==> src/rtl/psr_pkg.sv <==
package psr_pkg;

  // Default build values
  localparam int DELAY_DEPTH_DEF = 1024;
  localparam int SAMPLE_BITS_DEF = 16;

  // Loop values are signed Q2.16
  localparam int LOOP_W  = 18;
  // Signed operand A of the shared multiplier
  localparam int MUL_A_W = 19;

  // Configuration port
  localparam int CFG_W     = 18;
  localparam int CFG_IDX_W = 3;

  localparam logic [CFG_IDX_W-1:0] CFG_DELAY  = 3'd0;
  localparam logic [CFG_IDX_W-1:0] CFG_DAMP   = 3'd1;
  localparam logic [CFG_IDX_W-1:0] CFG_LOOP   = 3'd2;
  localparam logic [CFG_IDX_W-1:0] CFG_EXCITE = 3'd3;
  localparam logic [CFG_IDX_W-1:0] CFG_DRY    = 3'd4;

  localparam logic [17:0] DELAY_RESET     = 18'd18618;
  localparam logic [15:0] DAMP_RESET      = 16'd32768;
  localparam logic [15:0] LOOP_GAIN_RESET = 16'd63570;
  localparam logic [15:0] EXCITE_RESET    = 16'd26214;
  localparam logic [15:0] DRY_RESET       = 16'd7864;

  // Noise generator
  localparam logic [31:0] LCG_MUL    = 32'd1664525;
  localparam logic [31:0] LCG_ADD    = 32'd1013904223;
  localparam logic [31:0] SEED_RESET = 32'h0123_4567;
  localparam logic [15:0] NOISE_AMP  = 16'd58982;

  // Saturation limits in Q2.16
  localparam int LOOP_LIMIT = 78643;
  localparam int LP_LIMIT   = 131071;
  localparam int MIX_LIMIT  = 65536;

  typedef enum logic [3:0] {
    ST_IDLE,
    ST_READ,
    ST_LERP,
    ST_DRY,
    ST_DAMP,
    ST_NOISE,
    ST_LOOP,
    ST_WRITE,
    ST_DONE
  } psr_state_t;

  typedef enum logic [2:0] {
    STEP_NONE,
    STEP_READ,
    STEP_LERP,
    STEP_DRY,
    STEP_DAMP,
    STEP_NOISE,
    STEP_LOOP,
    STEP_WRITE
  } psr_step_t;

  typedef struct packed {
    logic      take;
    psr_step_t step;
    logic      emit;
  } psr_cmd_t;

  typedef struct packed {
    logic out_free;
  } psr_status_t;

  typedef struct packed {
    logic [17:0] delay_q8;
    logic [15:0] damping_coef;
    logic [15:0] loop_gain;
    logic [15:0] excite_gain;
    logic [15:0] dry_gain;
  } psr_cfg_t;

endpackage

==> src/rtl/psr_ctrl.sv <==
module psr_ctrl import psr_pkg::*; (
  input  logic        clk,
  input  logic        rst_n,
  input  logic        in_valid,
  output logic        in_ready,
  input  psr_status_t status,
  output psr_cmd_t    cmd
);

  psr_state_t state_r, state_nxt;

  // Hold state
  always_ff @(posedge clk) begin
    if (!rst_n) begin
      state_r <= ST_IDLE;
    end else begin
      state_r <= state_nxt;
    end
  end

  // Advance through the fixed schedule of one word
  always_comb begin
    state_nxt = state_r;
    case (state_r)
      ST_IDLE:  if (in_valid) state_nxt = ST_READ;
      ST_READ:  state_nxt = ST_LERP;
      ST_LERP:  state_nxt = ST_DRY;
      ST_DRY:   state_nxt = ST_DAMP;
      ST_DAMP:  state_nxt = ST_NOISE;
      ST_NOISE: state_nxt = ST_LOOP;
      ST_LOOP:  state_nxt = ST_WRITE;
      ST_WRITE: state_nxt = ST_DONE;
      ST_DONE:  if (status.out_free) state_nxt = ST_IDLE;
      default:  state_nxt = ST_IDLE;
    endcase
  end

  // Drive datapath commands
  always_comb begin
    in_ready = (state_r == ST_IDLE);
    cmd.take = in_ready && in_valid;
    cmd.emit = 1'b0;
    case (state_r)
      ST_READ:  cmd.step = STEP_READ;
      ST_LERP:  cmd.step = STEP_LERP;
      ST_DRY:   cmd.step = STEP_DRY;
      ST_DAMP:  cmd.step = STEP_DAMP;
      ST_NOISE: cmd.step = STEP_NOISE;
      ST_LOOP:  cmd.step = STEP_LOOP;
      ST_WRITE: cmd.step = STEP_WRITE;
      ST_DONE: begin
        cmd.step = STEP_NONE;
        cmd.emit = status.out_free;
      end
      default:  cmd.step = STEP_NONE;
    endcase
  end

  a_take_starts_read: assert property (@(posedge clk) disable iff (!rst_n)
    cmd.take |=> state_r == ST_READ)
    else $error("accepted word did not start the read step");

  a_done_holds: assert property (@(posedge clk) disable iff (!rst_n)
    (state_r == ST_DONE && !status.out_free) |=> state_r == ST_DONE)
    else $error("result dropped while output register was full");

endmodule

==> config.mk <==
export PLATFORM = sky130hd
export DESIGN_NAME = psr_ctrl
export DESIGN_NICKNAME = d
export VERILOG_FILES = /design/src/rtl/psr_pkg.sv /design/src/rtl/psr_ctrl.sv
export SDC_FILE = /design/constraint.sdc
export NUM_CORES = 1
export LEC_CHECK = 0
export ABC_AREA = 1
export BUFFER_PORTS_ARGS = -buffer_cell sky130_fd_sc_hd__buf_2
export CAP_MARGIN = 20
export CORE_AREA = 2 2 39 41
export DETAILED_ROUTE_END_ITERATION = 10
export DIE_AREA = 0 0 41 43
export PLACE_DENSITY = 0.44
export REMOVE_ABC_BUFFERS = 1
export SYNTH_ARGS = -nofsm -noshare
export SYNTH_HDL_FRONTEND = slang
export SYNTH_SLANG_ARGS = --single-unit
==> constraint.sdc <==
create_clock -name clk -period 0.9 [get_ports clk]
set_input_delay 0 -clock clk [delete_from_list [all_inputs] [get_ports clk]]
set_output_delay 0 -clock clk [all_outputs]
set_load 0.02 [all_outputs]
# Word-level counts from Yosys, hierarchy flattened
# Cells that the tools add are included.
[word_totals]
register_bits = 4
output_inout_bits = 6
elab_cells = 19
[op_classes]
n_eq_ne = 10
muxes = 5
n_reduce_logical = 3
[op_table]
columns = ["op", "n"]
rows = [
  ["4-bit one-hot mux with 9 select lines", 1],
  ["3-bit one-hot mux with 7 select lines", 1],
  ["4-bit by 3-bit == test with 1-bit output, second input constant", 4],
  ["4-bit by 2-bit == test with 1-bit output, second input constant", 2],
  ["4-bit 2-to-1 mux", 2],
  ["4-bit by 1-bit == test with 1-bit output, second input constant", 1],
  ["4-bit == test, second input constant", 1],
  ["4-bit logical NOT", 1],
  ["2-bit inequality test, second input constant", 2],
  ["2-bit AND reduction", 1],
  ["1-bit logical AND", 1],
  ["1-bit 2-to-1 mux", 1],
]

# Logic depth before layout (Yosys ltp)
[logic_depth]
depth_word = 3
depth_mapped = 5
depth_no_buf = 5

# Least setup slack after synthesis
# Ideal clock, no wire load.
[synth_path]
kind = "register to register"
from = "reg state_r[0]"
to = "reg state_r[1]"
setup_ns = 0.078
t_arrival_ns = 0.905
required_time_ns = 0.822
path_slack_ns = -0.082
stages_incl_launch_ff = 5
n_path_buf = 0
path_cell_list = "dfxtp_1 > inv_1 > nor2_1 > nor2_1 > nor3_1"
[synth_via]
elab_chain_cells = 3
word_cells_on_any_way = 13
cone_classes = "10 x eq/ne; 1 x mux; 2 x reduce/logical"
[synth_rtl]
columns = ["element", "line_no", "source"]
rows = [
  ["from (decl)", "psr_ctrl.sv:10", "psr_state_t state_r, state_nxt;"],
  ["from (signal assigned)", "psr_ctrl.sv:17", "state_r <= state_nxt;"],
  ["4-bit == test or 4-bit logical NOT (tied branches)", "psr_ctrl.sv:24", "case (state_r)"],
  ["2-bit inequality test (no source line)", "-", ""],
  ["2-bit AND reduction (no source line)", "-", ""],
]
# Several ways; a longest one is shown, not always the timed one.
# A chain may end at the register's enable or synchronous reset.

==> results.json <==
{
  "skew_ns": 0.00649,
  "ys_types": 12,
  "avgSynthCellArea_sq_um": 6.19,
  "worst-path-buf-inv": 2,
  "gp_congestion": 0.751,
  "critical_path_class": "flop to primary output",
  "crit_chain": "inv_2 > nor2_4 > nand2_1 > nor2_1 > buf_4",
  "worstSetupStartpointType": "flop",
  "numCtsBuffers": 3,
  "crit_arrival_ns": 1.01,
  "initial_core_util_pct": 16.1,
  "vias": 265,
  "path_delay_family": "flip-flops",
  "hold_class": "input pin to flop",
  "rsz0062_at_grt": "yes",
  "rows": 14,
  "max_clock_freq_mhz": 990,
  "drive_above_1_share_pct": 66.7,
  "fillerInstances": 161,
  "drv_slew": 0,
  "clock_path_buffers": 2,
  "end_kind": "primary output",
  "postRouteAntennaNets": 0,
  "route.detailed.vias_per_inst": 3.79,
  "fin_crit_sh_pct": 112,
  "core_area_sq_mm": 0.00138,
  "slew_headroom_pct": 89.0,
  "grt_first_pass_wirelength_um": 1070,
  "clock_sinks": 4,
  "pre_cts_ws_ns": 0.00193,
  "p_leak_nw": 0.211,
  "largest_reg_flops": 4,
  "setup_viol": 7,
  "antenna_found_initial": 0,
  "required_ns": 0.90,
  "worstMarginPinSlew_ns": 0.165,
  "grt_max_degree": 5,
  "status": "finished with violations",
  "dp_hpwl_um": 409,
  "h-tree-depth": 1,
  "power_mw": 0.691,
  "dieArea_sq_mm": 0.00176,
  "cap_viol_max_count": 0,
  "overflow": 0,
  "power_density_mw_per_mm2": 1530,
  "seq_area_frac_synth_pct": 36.0,
  "drc_errors": 0,
  "clock_latency_ns": 0.24,
  "grt_pass1_vias": 270,
  "cts_tree": "done",
  "crit_fanout": 4,
  "cts-root-buf": "clkbuf_4",
  "min_period_ns": 1.01,
  "syn_inst": 36,
  "io_pins": 10,
  "holdWs_ns": 0.0432,
  "portBuffers": 9,
  "crit_slowest_cell": "dfxtp_4",
  "largest-register": "state_r",
  "violations": "negative setup slack",
  "dieWidth_um": 41,
  "die_h_um": 43,
  "final_cell_mix": "buf_4 (6), buf_6 (6), inv_1 (5), nor2_4 (5)",
  "fin_ws_ns": -0.110,
  "insertedDiodeCount": 0,
  "drt_iter0_drc": 6,
  "drt-total-wl_um": 594,
  "nNetsFinal": 60,
  "synth_area_sq_um": 223,
  "cts_hold_buffers": 0,
  "track_usage_pct": 9.36,
  "area_growth_pct": 102,
  "clk_pin_slew_worst_paths_ns": 0.04,
  "top_regs": "state_r (4)",
  "hold_viol_final": 0,
  "vdd_drop_max_uv": 1060,
  "wl_per_cell_um": 8.49,
  "ys_warn_count": 0,
  "firstDrtPassIters": 2,
  "max_stage_delay_ns": 0.36,
  "ys_ff_latch": 4
}
==> worst paths after layout <==
path	end	cells after the start	slack (ns)	start
max	cmd[0]	5	-0.11	state_r[3]$_SDFFE_PN0P_
max reg2reg	state_r[0]$_SDFFE_PN0P_	5	0	state_r[3]$_SDFFE_PN0P_
min reg2reg	state_r[3]$_SDFFE_PN0P_	3	0.59	state_r[3]$_SDFFE_PN0P_
min	state_r[0]$_SDFFE_PN0P_	3	0.04	rst_n
==> logic make-up after synthesis <==
family,count (synthesis),synth area share (%)
buf+inv,9,15.2
simple gates,20,40.4
compound gates,3,8.42
flops,4,36.0
==> metal layers <==
| metal | GRT usage [%] | share of wire, % | vias up |
|---|---|---|---|
| met4 | 4.00 | 0 | 0 |
| met3 | 6.28 | 12 | 0 |
| li1 | - | - | 143 |
| met1 | 13.3 | 48 | 110 |
| met2 | 10.6 | 40 | 12 |
| met5 | 0 | 0 | - |
==> worst register-to-register path, cell delays in order (launching register included) <==
cell	delay, ns
dfxtp_4	0.35
nor2_4	0.13
buf_4	0.13
nand3_1	0.06
nand3_1	0.08
nor2_1	0.04
==> through the flow <==
step	instances	cell area (sq um)	TNS (ns)	utilization [%]
floorplan	36	223	-0.119	-
global placement	64	310	0	22.4
detailed placement	64	310	0	22.4
CTS	70	439	-0.436	31.7
global route	70	450	-0.970	32.5
finish	70	450	-0.401	32.5
==> synth_stat cells <==
| cell | instances | area share (%) |
|---|---|---|
| nor2_1 | 9 | 15 |
| dfxtp_1 | 4 | 36 |
| nor3_1 | 1 | 2.2 |
| nand3_2 | 1 | 4.5 |
| o21ai_0 | 1 | 2.2 |
| nand2_1 | 5 | 8.4 |
| inv_1 | 8 | 13 |
| nor2_2 | 2 | 5.6 |
| nand3_1 | 2 | 4.5 |
| inv_2 | 1 | 1.7 |
| a21oi_1 | 1 | 2.2 |
| a21oi_2 | 1 | 3.9 |
==> repair_timing <==
| action | 4_1_cts | 5_1_grt |
|---|---|---|
| buffers inserted | 3 | 0 |
| pin swaps | 3 | 2 |
| endpoints found under the setup margin | 7 | 10 |
| gates resized for setup | 30 | 5 |
| hold endpoints to repair | 0 | 0 |
==> final cells by class <==
cell class / count / area, sq um / area share (%)
clock buffer: 3 / 22.5 / 5.00
timing repair buffer: 15 / 128 / 28.3
multi-input combinational: 23 / 149 / 33.1
sequential: 4 / 92.6 / 20.6
inverter: 9 / 38.8 / 8.61
tap: 16 / 20.0 / 4.44
==> report_power, final <==
part	total, mW	leakage, nW	internal [mW]	switching [mW]
clock	0.219	0.0138	0.149	0.0704
sequential	0.209	0.0353	0.191	0.0178
combinational	0.263	0.162	0.131	0.132
Power figures use the tool's default switching activity.
